===== src/hw/rtl/ptc_pkg.sv =====
// ----------------------------------------------------------------------------
// ptc_pkg
// Widths, payload structs and helpers shared by the temperature
// compensation pipeline.
// ----------------------------------------------------------------------------
`default_nettype none

package ptc_pkg;

  localparam int RAW_W      = 16;
  localparam int COEF_W     = 16;
  localparam int DIFF_W     = RAW_W + 1;
  localparam int MULT_W     = DIFF_W + COEF_W + 1;
  localparam int PROD_W     = 33;
  localparam int X1_SHIFT   = 15;
  localparam int X1_W       = PROD_W - X1_SHIFT;
  localparam int DVS_W      = X1_W + 1;
  localparam int DMAG_W     = DVS_W - 1;
  localparam int NUM_SHIFT  = 11;
  localparam int NMAG_W     = COEF_W + NUM_SHIFT;
  localparam int X2_W       = NMAG_W + 1;
  localparam int B5_W       = X2_W + 1;
  localparam int OUT_SHIFT  = 4;
  localparam int TEMP_W     = 32;
  localparam int TSH_W      = B5_W - OUT_SHIFT;
  localparam int USER_W     = 2;
  localparam int DIV_STAGES = NMAG_W;

  localparam logic [B5_W-1:0]     ROUND_ADD = B5_W'(8);
  localparam logic [B5_W-1:0]     TRUNC_ADJ = B5_W'(15);
  localparam logic [COEF_W-1:0]   COEF_ZERO = 16'h0000;
  localparam logic [COEF_W-1:0]   COEF_ONES = 16'hffff;

  localparam int CFG_IDX_W = 2;
  localparam logic [CFG_IDX_W-1:0] REG_AC5 = 2'd0;
  localparam logic [CFG_IDX_W-1:0] REG_AC6 = 2'd1;
  localparam logic [CFG_IDX_W-1:0] REG_MC  = 2'd2;
  localparam logic [CFG_IDX_W-1:0] REG_MD  = 2'd3;

  typedef struct packed {
    logic [X1_W-1:0] x1;
    logic            fault;
    logic            cal_ok;
    logic            q_neg;
  } side_t;

  typedef struct packed {
    logic [NMAG_W-1:0] nmag;
    logic [DMAG_W-1:0] dmag;
    side_t             side;
  } div_in_t;

  typedef struct packed {
    logic [NMAG_W-1:0] nq;
    logic [DMAG_W-1:0] rem;
    logic [DMAG_W-1:0] dmag;
    side_t             side;
  } div_st_t;

  typedef struct packed {
    logic [NMAG_W-1:0] quo;
    side_t             side;
  } quo_t;

  typedef struct packed {
    logic [TEMP_W-1:0] temp;
    logic              fault;
    logic              cal_ok;
  } result_t;

  function automatic logic coef_valid(input logic [COEF_W-1:0] v);
    coef_valid = (v != COEF_ZERO) && (v != COEF_ONES);
  endfunction

endpackage

`default_nettype wire


===== src/hw/rtl/ptc_front.sv =====
// ----------------------------------------------------------------------------
// ptc_front
// Three-stage front end: offset and scale multiply, truncating divide by
// 32768, then divisor, numerator magnitude and sign setup for the divider.
// ----------------------------------------------------------------------------
`default_nettype none

module ptc_front
  import ptc_pkg::*;
(
  input  wire logic              clk,
  input  wire logic              rst,
  input  wire logic              in_valid,
  output logic                   in_ready,
  input  wire logic [RAW_W-1:0]  raw,
  input  wire logic [COEF_W-1:0] ac5,
  input  wire logic [COEF_W-1:0] ac6,
  input  wire logic [COEF_W-1:0] mc,
  input  wire logic [COEF_W-1:0] md,
  output logic                   out_valid,
  input  wire logic              out_ready,
  output div_in_t                out_data
);

  logic              vld1, vld2, vld3;
  logic              rdy1, rdy2, rdy3;
  logic [PROD_W-1:0] prod1;
  logic              cal1, cal2;
  logic [X1_W-1:0]   x1_2;
  div_in_t           st3;

  logic signed [DIFF_W-1:0] diff;
  logic signed [MULT_W-1:0] mult;
  logic [PROD_W-1:0]        biased;
  logic [DVS_W-1:0]         dvs;
  logic [DVS_W-1:0]         dabs;
  logic [COEF_W:0]          mcx;
  logic [COEF_W:0]          mabs;
  div_in_t                  st3_next;

  assign rdy3     = !vld3 || out_ready;
  assign rdy2     = !vld2 || rdy3;
  assign rdy1     = !vld1 || rdy2;
  assign in_ready = rdy1;

  assign diff = $signed({1'b0, raw}) - $signed({1'b0, ac6});
  assign mult = diff * $signed({1'b0, ac5});

  assign biased = prod1 + {{(PROD_W - X1_SHIFT){1'b0}}, {X1_SHIFT{prod1[PROD_W-1]}}};

  always_comb begin
    dvs  = {x1_2[X1_W-1], x1_2} + {{(DVS_W - COEF_W){md[COEF_W-1]}}, md};
    dabs = dvs[DVS_W-1] ? (~dvs + 1'b1) : dvs;
    mcx  = {mc[COEF_W-1], mc};
    mabs = mc[COEF_W-1] ? (~mcx + 1'b1) : mcx;
    st3_next.nmag        = {mabs[COEF_W-1:0], {NUM_SHIFT{1'b0}}};
    st3_next.dmag        = dabs[DMAG_W-1:0];
    st3_next.side.x1     = x1_2;
    st3_next.side.fault  = (dvs == '0);
    st3_next.side.cal_ok = cal2;
    st3_next.side.q_neg  = mc[COEF_W-1] ^ dvs[DVS_W-1];
  end

  always_ff @(posedge clk) begin
    if (rst) begin
      vld1 <= 1'b0;
      vld2 <= 1'b0;
      vld3 <= 1'b0;
    end else begin
      if (rdy1) vld1 <= in_valid;
      if (rdy2) vld2 <= vld1;
      if (rdy3) vld3 <= vld2;
    end
  end

  always_ff @(posedge clk) begin
    if (rdy1 && in_valid) begin
      prod1 <= mult[PROD_W-1:0];
      cal1  <= coef_valid(ac5) && coef_valid(ac6) && coef_valid(mc) && coef_valid(md);
    end
    if (rdy2 && vld1) begin
      x1_2 <= biased[PROD_W-1:X1_SHIFT];
      cal2 <= cal1;
    end
    if (rdy3 && vld2) begin
      st3 <= st3_next;
    end
  end

  assign out_valid = vld3;
  assign out_data  = st3;

endmodule

`default_nettype wire


===== src/hw/rtl/ptc_divider.sv =====
// ----------------------------------------------------------------------------
// ptc_divider
// Pipelined restoring divider on magnitudes, one quotient bit per stage.
// Side data rides along with each transaction.
// ----------------------------------------------------------------------------
`default_nettype none

module ptc_divider
  import ptc_pkg::*;
(
  input  wire logic clk,
  input  wire logic rst,
  input  wire logic in_valid,
  output logic      in_ready,
  input  div_in_t   in_data,
  output logic      out_valid,
  input  wire logic out_ready,
  output quo_t      out_data
);

  logic    vld [1:DIV_STAGES];
  div_st_t st  [1:DIV_STAGES];
  wire     rdy [0:DIV_STAGES];

  assign rdy[DIV_STAGES] = out_ready;
  assign in_ready        = rdy[0];

  for (genvar k = 1; k <= DIV_STAGES; k++) begin : g_stage
    logic           src_v;
    div_st_t        src;
    div_st_t        nxt;
    logic [DMAG_W:0] trial;
    logic [DMAG_W:0] sub;
    logic            ge;

    if (k == 1) begin : g_first
      assign src_v     = in_valid;
      assign src.nq    = in_data.nmag;
      assign src.rem   = '0;
      assign src.dmag  = in_data.dmag;
      assign src.side  = in_data.side;
    end else begin : g_next
      assign src_v = vld[k-1];
      assign src   = st[k-1];
    end

    assign rdy[k-1] = !vld[k] || rdy[k];

    always_comb begin
      trial    = {src.rem, src.nq[NMAG_W-1]};
      sub      = trial - {1'b0, src.dmag};
      ge       = (trial >= {1'b0, src.dmag});
      nxt.nq   = {src.nq[NMAG_W-2:0], ge};
      nxt.rem  = ge ? sub[DMAG_W-1:0] : trial[DMAG_W-1:0];
      nxt.dmag = src.dmag;
      nxt.side = src.side;
    end

    always_ff @(posedge clk) begin
      if (rst) begin
        vld[k] <= 1'b0;
      end else if (rdy[k-1]) begin
        vld[k] <= src_v;
      end
    end

    always_ff @(posedge clk) begin
      if (rdy[k-1] && src_v) begin
        st[k] <= nxt;
      end
    end
  end

  assign out_valid     = vld[DIV_STAGES];
  assign out_data.quo  = st[DIV_STAGES].nq;
  assign out_data.side = st[DIV_STAGES].side;

endmodule

`default_nettype wire


===== src/hw/rtl/ptc_back.sv =====
// ----------------------------------------------------------------------------
// ptc_back
// Three-stage back end: signed quotient, x1 + x2, then rounding and
// truncating divide by 16. The last stage is the output register.
// ----------------------------------------------------------------------------
`default_nettype none

module ptc_back
  import ptc_pkg::*;
(
  input  wire logic clk,
  input  wire logic rst,
  input  wire logic in_valid,
  output logic      in_ready,
  input  quo_t      in_data,
  output logic      out_valid,
  input  wire logic out_ready,
  output result_t   out_data
);

  logic            vld1, vld2, vld3;
  logic            rdy1, rdy2, rdy3;
  logic [X2_W-1:0] x2_1;
  side_t           side1;
  logic [B5_W-1:0] b5_2;
  logic            fault2, cal2;
  result_t         res3;

  logic [X2_W-1:0] qext;
  logic [B5_W-1:0] rnd;
  logic [B5_W-1:0] adj;
  result_t         res_next;

  assign rdy3     = !vld3 || out_ready;
  assign rdy2     = !vld2 || rdy3;
  assign rdy1     = !vld1 || rdy2;
  assign in_ready = rdy1;

  assign qext = {1'b0, in_data.quo};

  always_comb begin
    rnd             = b5_2 + ROUND_ADD;
    adj             = rnd[B5_W-1] ? (rnd + TRUNC_ADJ) : rnd;
    res_next.temp   = fault2 ? '0 : {{(TEMP_W - TSH_W){adj[B5_W-1]}}, adj[B5_W-1:OUT_SHIFT]};
    res_next.fault  = fault2;
    res_next.cal_ok = cal2;
  end

  always_ff @(posedge clk) begin
    if (rst) begin
      vld1 <= 1'b0;
      vld2 <= 1'b0;
      vld3 <= 1'b0;
    end else begin
      if (rdy1) vld1 <= in_valid;
      if (rdy2) vld2 <= vld1;
      if (rdy3) vld3 <= vld2;
    end
  end

  always_ff @(posedge clk) begin
    if (rdy1 && in_valid) begin
      x2_1  <= in_data.side.q_neg ? (~qext + 1'b1) : qext;
      side1 <= in_data.side;
    end
    if (rdy2 && vld1) begin
      b5_2   <= {{(B5_W - X1_W){side1.x1[X1_W-1]}}, side1.x1} + {x2_1[X2_W-1], x2_1};
      fault2 <= side1.fault;
      cal2   <= side1.cal_ok;
    end
    if (rdy3 && vld2) begin
      res3 <= res_next;
    end
  end

  assign out_valid = vld3;
  assign out_data  = res3;

endmodule

`default_nettype wire


===== src/hw/rtl/pressure_sensor_temp_compensation.sv =====
// ----------------------------------------------------------------------------
// pressure_sensor_temp_compensation
// Compensated temperature from a raw reading and four calibration
// coefficients, as a fully pipelined stream block.
//
//   channel   dir  fields (low bit up)
//   s_*       in   tdata: raw_temperature[15:0]
//   m_*       out  tdata: temperature[31:0]; tuser: divide_fault, calibration_ok
//   cfg_*     in   index 0 ac5, 1 ac6, 2 mc, 3 md; wdata[15:0]
//
// One transaction per cycle sustained while m_tready is held high. A reading
// passes 3 front stages, 27 divider stages at one quotient bit each and 3
// back stages before its result is offered on m_*. Synchronous reset clears
// all valid bits and the coefficients. Each stage holds under stall and empty
// stages still fill, so s_tready stays high while any stage has room.
// ----------------------------------------------------------------------------
`default_nettype none

module pressure_sensor_temp_compensation
  import ptc_pkg::*;
(
  input  wire logic                 clk,
  input  wire logic                 rst,
  input  wire logic                 s_tvalid,
  output logic                      s_tready,
  input  wire logic [RAW_W-1:0]     s_tdata,   // raw_temperature
  output logic                      m_tvalid,
  input  wire logic                 m_tready,
  output logic [TEMP_W-1:0]         m_tdata,   // temperature
  output logic [USER_W-1:0]         m_tuser,   // divide_fault, calibration_ok
  input  wire logic                 cfg_we,
  input  wire logic [CFG_IDX_W-1:0] cfg_index,
  input  wire logic [COEF_W-1:0]    cfg_wdata
);

  logic [COEF_W-1:0] ac5, ac6, mc, md;

  logic    f_valid, f_ready;
  div_in_t f_data;
  logic    d_valid, d_ready;
  quo_t    d_data;
  result_t res;

  always_ff @(posedge clk) begin
    if (rst) begin
      ac5 <= '0;
      ac6 <= '0;
      mc  <= '0;
      md  <= '0;
    end else if (cfg_we) begin
      case (cfg_index)
        REG_AC5: ac5 <= cfg_wdata;
        REG_AC6: ac6 <= cfg_wdata;
        REG_MC:  mc  <= cfg_wdata;
        REG_MD:  md  <= cfg_wdata;
        default: ;
      endcase
    end
  end

  ptc_front u_front (
    .clk       (clk),
    .rst       (rst),
    .in_valid  (s_tvalid),
    .in_ready  (s_tready),
    .raw       (s_tdata),
    .ac5       (ac5),
    .ac6       (ac6),
    .mc        (mc),
    .md        (md),
    .out_valid (f_valid),
    .out_ready (f_ready),
    .out_data  (f_data)
  );

  ptc_divider u_divider (
    .clk       (clk),
    .rst       (rst),
    .in_valid  (f_valid),
    .in_ready  (f_ready),
    .in_data   (f_data),
    .out_valid (d_valid),
    .out_ready (d_ready),
    .out_data  (d_data)
  );

  ptc_back u_back (
    .clk       (clk),
    .rst       (rst),
    .in_valid  (d_valid),
    .in_ready  (d_ready),
    .in_data   (d_data),
    .out_valid (m_tvalid),
    .out_ready (m_tready),
    .out_data  (res)
  );

  assign m_tdata = res.temp;
  assign m_tuser = {res.cal_ok, res.fault};

  a_fault_zero: assert property (@(posedge clk) disable iff (rst)
    m_tvalid && m_tuser[0] |-> m_tdata == '0)
    else $error("divide fault with nonzero temperature");

  a_empty_ready: assert property (@(posedge clk) disable iff (rst)
    !m_tvalid |-> s_tready)
    else $error("input stalled with empty output stage");

  a_reset_clear: assert property (@(posedge clk)
    rst |=> !m_tvalid)
    else $error("output valid after reset");

  a_fill_path: assert property (@(posedge clk) disable iff (rst)
    !f_valid |-> s_tready)
    else $error("front end stalled while its last stage is empty");

endmodule

`default_nettype wire

===== config.mk =====
export PLATFORM = sky130hd
export DESIGN_NAME = pressure_sensor_temp_compensation
export DESIGN_NICKNAME = d
export VERILOG_FILES = /design/src/hw/rtl/ptc_pkg.sv /design/src/hw/rtl/ptc_front.sv /design/src/hw/rtl/ptc_divider.sv /design/src/hw/rtl/ptc_back.sv /design/src/hw/rtl/pressure_sensor_temp_compensation.sv
export SDC_FILE = /design/constraint.sdc
export NUM_CORES = 2
export LEC_CHECK = 0
export BUFFER_PORTS_ARGS = -buffer_cell sky130_fd_sc_hd__buf_4
export CAP_MARGIN = 20
export CORE_ASPECT_RATIO = 0.5
export CORE_MARGIN = 5
export CORE_UTILIZATION = 25
export DETAILED_ROUTE_END_ITERATION = 6
export GPL_ROUTABILITY_DRIVEN = 1
export SYNTH_ARGS = -nofsm -noshare
export SYNTH_HDL_FRONTEND = slang
export SYNTH_SLANG_ARGS = --single-unit
export TNS_END_PERCENT = 1

===== constraint.sdc =====
create_clock -name clk -period 9.02 [get_ports clk]
set_input_delay 1.353 -clock clk [delete_from_list [all_inputs] [get_ports clk]]
set_output_delay 1.353 -clock clk [all_outputs]
set_load 0.01 [all_outputs]

# Word-level counts from Yosys, hierarchy flattened
# Memories as Yosys holds them, arrays and structs flattened.
# Cells that the tools add are included.
[totals] ff_bits=284 mem_bits_rw=2295 in_bits=39 output_inout_bits=36 word_cells=447 memories=2
[op_classes] add_sub_neg=36 mul=1 magnitude_cmp=27 n_eq_ne=7 n_mux=195 bitwise_logic=31 reduce_logical=116
[memory_table] name="u_divider.st" depth=27 width=84 rd=27 rd_clocked_by_memory_dff=0 wr=27 line_no="ptc_divider.sv:22" rtl="div_st_t st [1:DIV_STAGES];"
[memory_table] name="u_divider.vld" depth=27 width=1 rd=27 rd_clocked_by_memory_dff=0 wr=27 line_no="ptc_divider.sv:21" rtl="logic vld [1:DIV_STAGES];"
[op_table] op="18-bit 2-to-1 mux" n=28
[op_table] op="19-bit by 18-bit greater-or-equal comparator with 1-bit output" n=26
[op_table] op="18-bit subtractor" n=26
[op_table] op="1-bit 2-to-1 mux" n=164
[op_table] op="16-bit inequality test (second input constant)" n=4
[op_table] op="16-bit nonzero test" n=4
[op_table] op="29-bit by 4-bit adder with 29-bit output (second input constant)" n=2
[op_table] op="1-bit logical AND" n=40
[op_table] op="33-bit by 15-bit adder with 33-bit output" n=1
[op_table] op="1-bit logical NOT" n=33
[op_table] op="1-bit logical OR" n=33
[op_table] op="17-bit by 17-bit multiplier with 33-bit output" n=1
[op_table] op="18-bit by 28-bit adder with 29-bit output" n=1
[op_table] op="29-bit 2-to-1 mux" n=1
[op_table] op="28-bit by 1-bit adder with 28-bit output (second input constant)" n=1
[op_table] op="27-bit inverter with 28-bit output" n=1
[op_table] op="27-bit 2-to-1 mux" n=1
[op_table] op="1-bit bitwise OR" n=27
[op_table] op="18-bit by 16-bit adder with 19-bit output" n=1
[op_table] op="19-bit logical NOT" n=1
[op_table] op="18-bit by 1-bit adder with 18-bit output (second input constant)" n=1
[op_table] op="1-bit by 18-bit greater-or-equal comparator with 1-bit output" n=1
[op_table] op="18-bit inverter" n=1
[op_table] op="1-bit by 18-bit subtractor with 18-bit output" n=1
[op_table] op="other kinds (9)" n=13

# Logic depth before layout (Yosys ltp)
[logic_depth] word_depth=35 depth_mapped=35 ltp_nobuf=34

# Modules after synthesis
# From an unflattened synthesis, not the netlist that was laid out.
[hier_totals] cells_unflattened=9130 hier_area_um2=123464.7
[by_module_without_submodules] mod="ptc_divider" n_inst=1 cells_each=6418 area_each_um2=96506.3 seq_area_each_um2=67835.1
[by_module_without_submodules] mod="ptc_front" n_inst=1 cells_each=1867 area_each_um2=17734.5 seq_area_each_um2=3303.2
[by_module_without_submodules] mod="ptc_back" n_inst=1 cells_each=616 area_each_um2=6673.9 seq_area_each_um2=3243.1
[by_module_without_submodules] mod="pressure_sensor_temp_compensation" n_inst=1 cells_each=229 area_each_um2=2549.9 seq_area_each_um2=1281.2

# Worst setup path before layout
# OpenSTA, ideal clock, no wires.
[synth_timing] kind="input to register" from="input port s_tdata[1]" to="register u_front.prod1[28] (data pin)" setup_ps=135 arrival_time_ps=9149 t_required_ps=8885 path_slack_ps=-264 cell_stages=31 path_buffers=1 cell_sequence="ha_1 nor2b_1 o21ai_0 a21boi_1 o211a_1 o2111ai_1 a31oi_1 a2111oi_1 nor3_1 clkbuf_1 and2_1 fa_1 inv_1 fa_1 fa_1 inv_1 fa_1 fa_1 inv_1 fa_1 inv_1 ha_1 or2_2 a31oi_1 o21a_1 nor2_1 o31a_1 a21o_1 a21o_1 a2111oi_0 nand3b_1"
[synth_via] elab_chain_cells=2
[synth_rtl] item="start, declared" line_no="pressure_sensor_temp_compensation.sv:26" rtl="input wire logic [RAW_W-1:0] s_tdata,"
[synth_rtl] item="16-bit by 16-bit subtractor with 17-bit output" line_no="ptc_front.sv:46" rtl="assign diff = $signed({1'b0, raw}) - $signed({1'b0, ac6});"
[synth_rtl] item="17-bit by 17-bit multiplier with 33-bit output" line_no="ptc_front.sv:47" rtl="assign mult = diff * $signed({1'b0, ac5});"
[synth_rtl] item="named net u_front.mult[28]" line_no="ptc_front.sv:33" rtl="logic signed [MULT_W-1:0] mult;"
[synth_rtl] item="end signal, assigned" line_no="ptc_front.sv:78" rtl="prod1 <= mult[PROD_W-1:0];"
[synth_rtl] item="end, declared" line_no="ptc_front.sv:27" rtl="logic [PROD_W-1:0] prod1;"
# The timed path passes the listed nets, and every way through them passes these cells.
# A chain may end at the register's enable or synchronous reset.

# Worst setup path in the final report
# Same ends and word-level chain as after synthesis.

==> summary.md <==
| Metric | Value |
|---|---|
| Run status | finished clean |
| Area Growth Syn to Fin | 14.1% |
| Commonest non-fill, non-tap cells in the layout | edfxtp_1 (2242), inv_1 (1047), ha_1 (639) |
| Setup Skew | 0.0839 ns |
| WP data arrival | 9.35 ns |
| Largest net degree at the start of global routing | 79 |
| Register area share after synthesis | 59.5% |
| Worst reg2reg path depth | 31 |
| # rows | 176 |
| Setup WS pre-CTS | -0.674 ns |
| Routability cong. | 0.866 |
| Core area | 460000 um2 |
| Register area | 68700 um2 |
| TritonCTS buffer count | 206 |
| Final WL | 221 mm |
| Wire per inst | 14.2 um |
| Clk buf depth | 4 |
| RSZ-0062 raised after global routing | false |
| Ratio of cells with drive above 1 in the final layout | 11.3% |
| Initial Util | 25.1% |
| N_diodes | 0 |
| Synth unique cells | 88 |
| Crit path max-delay cell type | fa_1 |
| NumNets Final | 10200 |
| Fin. Hold Viols | 0 |
| Maximum vdd ir drop | 163 uV |
| H-tree lvl count | 4 |
| R2r setup slk | 0.45 ns |
| Delay of the slowest critical-path stage | 0.57 ns |
| Max-Cap Viols | 0 |
| Worst min-delay path class | register to register |
| 1st-iter DRT viols | 3762 |
| Static leakage | 0.0480 uW |
| Syn Nets | 9863 |
| Max FO, Critical Path | 3 |
| Fill cell count | 46000 |
| Mean Syn Cell Area | 13.0 um2 |
| Maximum clock rate | 115 MHz |
| GRT Residual Overflow | 0 |
| DP Wirelength | 166 mm |
| Die ar. | 477000 um2 |
| Total power | 21900 uW |
| Crit path capture type | register |
| Compound-Gate Fraction of Synth Area | 7.82% |
| Final setup vio count | 0 |
| Startpoint type of the worst setup path | input port |
| Sink Count | 2312 |
| Routed vias/inst | 4.26 |
| Core Util, Final | 28.7% |
| Clock Latency Late Sink | 0.88 ns |
| Min-Delay Path Depth | 0 |
| CTS tree | done |
| Design Area, Final | 132000 um2 |
| First-pass GRT wire length | 360 mm |
| Footprint of the multi-input gates | 42500 um2 |
| Clk slew on worst S/H paths | 0.07 ns |
| Routed Antenna Nets | 0 |
| Worst-Margin Slew | 1.03 ns |
| Die W | 971 um |
| Final setup TNS | 0 ns |
| Initial antenna violation count | 1 |
| Met2 WL | 101 mm |
| Max Used Layer | met4 |
| Die H | 491 um |
| Synth async-reset ratio | 0% |
| Via count | 66100 |
| Residual DRC | 0 |
| Port Buffer Count | 74 |
| XOR/XNOR Fraction of Synth Area | 3.70% |
| Met3 Routed Length | 9.34 mm |
| Cell Area, Synth | 116000 um2 |
| Synthesis-stage register bit count | 2312 |
| Post-synth top flop | edfxtp_1 |
| Dpl cell area | 125000 um2 |
| Most frequent CP cell | fa_1 |
| 1st-pass router iterations | 5 |
| Setup Fix Bufs, Post-CTS | 0 |
| Met1 WL | 105 mm |
| Relative slew slack | 31.2% |
| Pwr/cell area | 166 nW/um2 |
| Slew Viols, Final | 0 |
| Main combinational cell family by area after synthesis | adder cells |
| Start point of the worst hold path | u_divider.st[0][1906] |
| Fraction of the mapped netlist area in simple logic gates | 9.28% |
| Mux cell area share after synthesis | 3.65% |
| WS Path Type | input port to register |
| Synthesis Warnings | 0 |
| Hold_buf cts | 0 |
| I/O pin total | 75 |
| PnR worst setup slack | 0.338 ns |
| Vias in the first global route | 67400 |
| Hold EP | u_divider.st[0][1991] |
| Total GRT Usage | 9.04% |
| Reg2reg end | u_front.prod1[28] |
| Fin crit share | 96.3% |
| Post-synth EDFFs | 2242 |
| Tmin final | 8.68 ns |
| CTS root buf | clkbuf_16 |
| Most common cell after layout, fill and taps aside | edfxtp_1 |
| Adder-Cell Fraction of Synth Area | 12.1% |
| Critical R2R Launch | ac6[1] |
| Synth Instances | 8888 |
| Critical Path RT | 9.69 ns |
-- area by class of cell --
type | instances | area share, %
inverter | 1047 | 2.98
tap | 6141 | 5.83
timing repair buffer | 294 | 1.73
multi-input combinational | 5357 | 32.3
sequential | 2312 | 52.1
clock buffer | 242 | 4.04
clock inverter | 129 | 1.04
-- flip-flops by register name, summed over array words and instances, names as in the netlist, 18 cells and up --
name              cells
u_back.out_data      27
u_front.out_data     55
u_back.x2_1          28
u_back.side1         20
u_divider.st       2001
u_front.prod1        33
u_back.b5_2          29
u_divider.vld        27
u_front.x1_2         18
-- worst max-delay path by stage --
| stage | from | end | slack (ns) |
|---|---|---|---|
| final | s_tdata[1] | u_front.prod1[28] | 0.34 |
| after global routing | s_tdata[1] | u_front.prod1[28] | 0.03 |
| after CTS | s_tdata[0] | u_front.prod1[31] | 0.21 |
| after detailed placement | s_tdata[0] | u_front.prod1[31] | -0.67 |
| after global placement | s_tdata[0] | u_front.prod1[31] | -0.66 |
| after floorplan | s_tdata[0] | u_front.prod1[28] | 0.01 |
-- power breakdown --
group	switching (uW)	internal [uW]	total, uW
clock	3880	4990	8870
sequential	85.8	11700	11800
combinational	699	536	1240
-- repair_timing --
action	in CTS	in global routing
gates resized for setup	0	7
endpoints found under the hold margin	0	0
endpoints found under the setup margin	0	8
-- logic make-up (layout without fill, tap and decap cells) --
| group | after synthesis | in the layout |
|---|---|---|
| multiplexers | 379 | 379 |
| XOR/XNOR | 488 | 488 |
| AND/OR/NAND/NOR | 2134 | 2134 |
| flip-flops | 2312 | 2312 |
| buffers and inverters | 1219 | 1712 |
| AO/OA/AOI/OAI | 1420 | 1420 |
| adder cells (fa/ha/maj) | 936 | 936 |
-- critical path, delay by kind of cell --
family / cells / cell delay, ns
AOI/OAI and AO/OA: 12 / 3.11
and+or+nand+nor: 6 / 0.95
buffers and inverters: 5 / 0.34
adders and majority gates: 8 / 3.61
-- synthesized netlist by cell type (all sizes together) (139+ instances only) --
library cell / number / area (um2)
fa: 297 / 5950
nor2b: 143 / 895
a21oi: 379 / 1900
ha: 639 / 8000
xnor2: 394 / 3450
mux2: 337 / 3790
nor2: 517 / 1940
inv: 1047 / 3930
nor3: 139 / 701
o21ai: 354 / 1770
edfxtp: 2242 / 67300
clkbuf: 140 / 526
nand2: 513 / 1930
and2: 153 / 957
-- metal layers --
| metal | vias up | track usage (%) |
|---|---|---|
| li1 | 32700 | - |
| met1 | 31900 | 12.2 |
| met2 | 1166 | 15.0 |
| met3 | 356 | 1.56 |
| met4 | 0 | 2.34 |
| met5 | - | 0 |
-- stage by stage --
| stage | hold WS (ns) | std cells |
|---|---|---|
| 5_1_grt | 0.357 | 15500 |
| 3_3_place_gp | 0.400 | 15100 |
| 6_report | 0.365 | 15500 |
| 4_1_cts | 0.354 | 15500 |
| 3_5_place_dp | 0.405 | 15100 |
| 2_1_floorplan | 0.400 | 8888 |
Power figures use the tool's default switching activity.
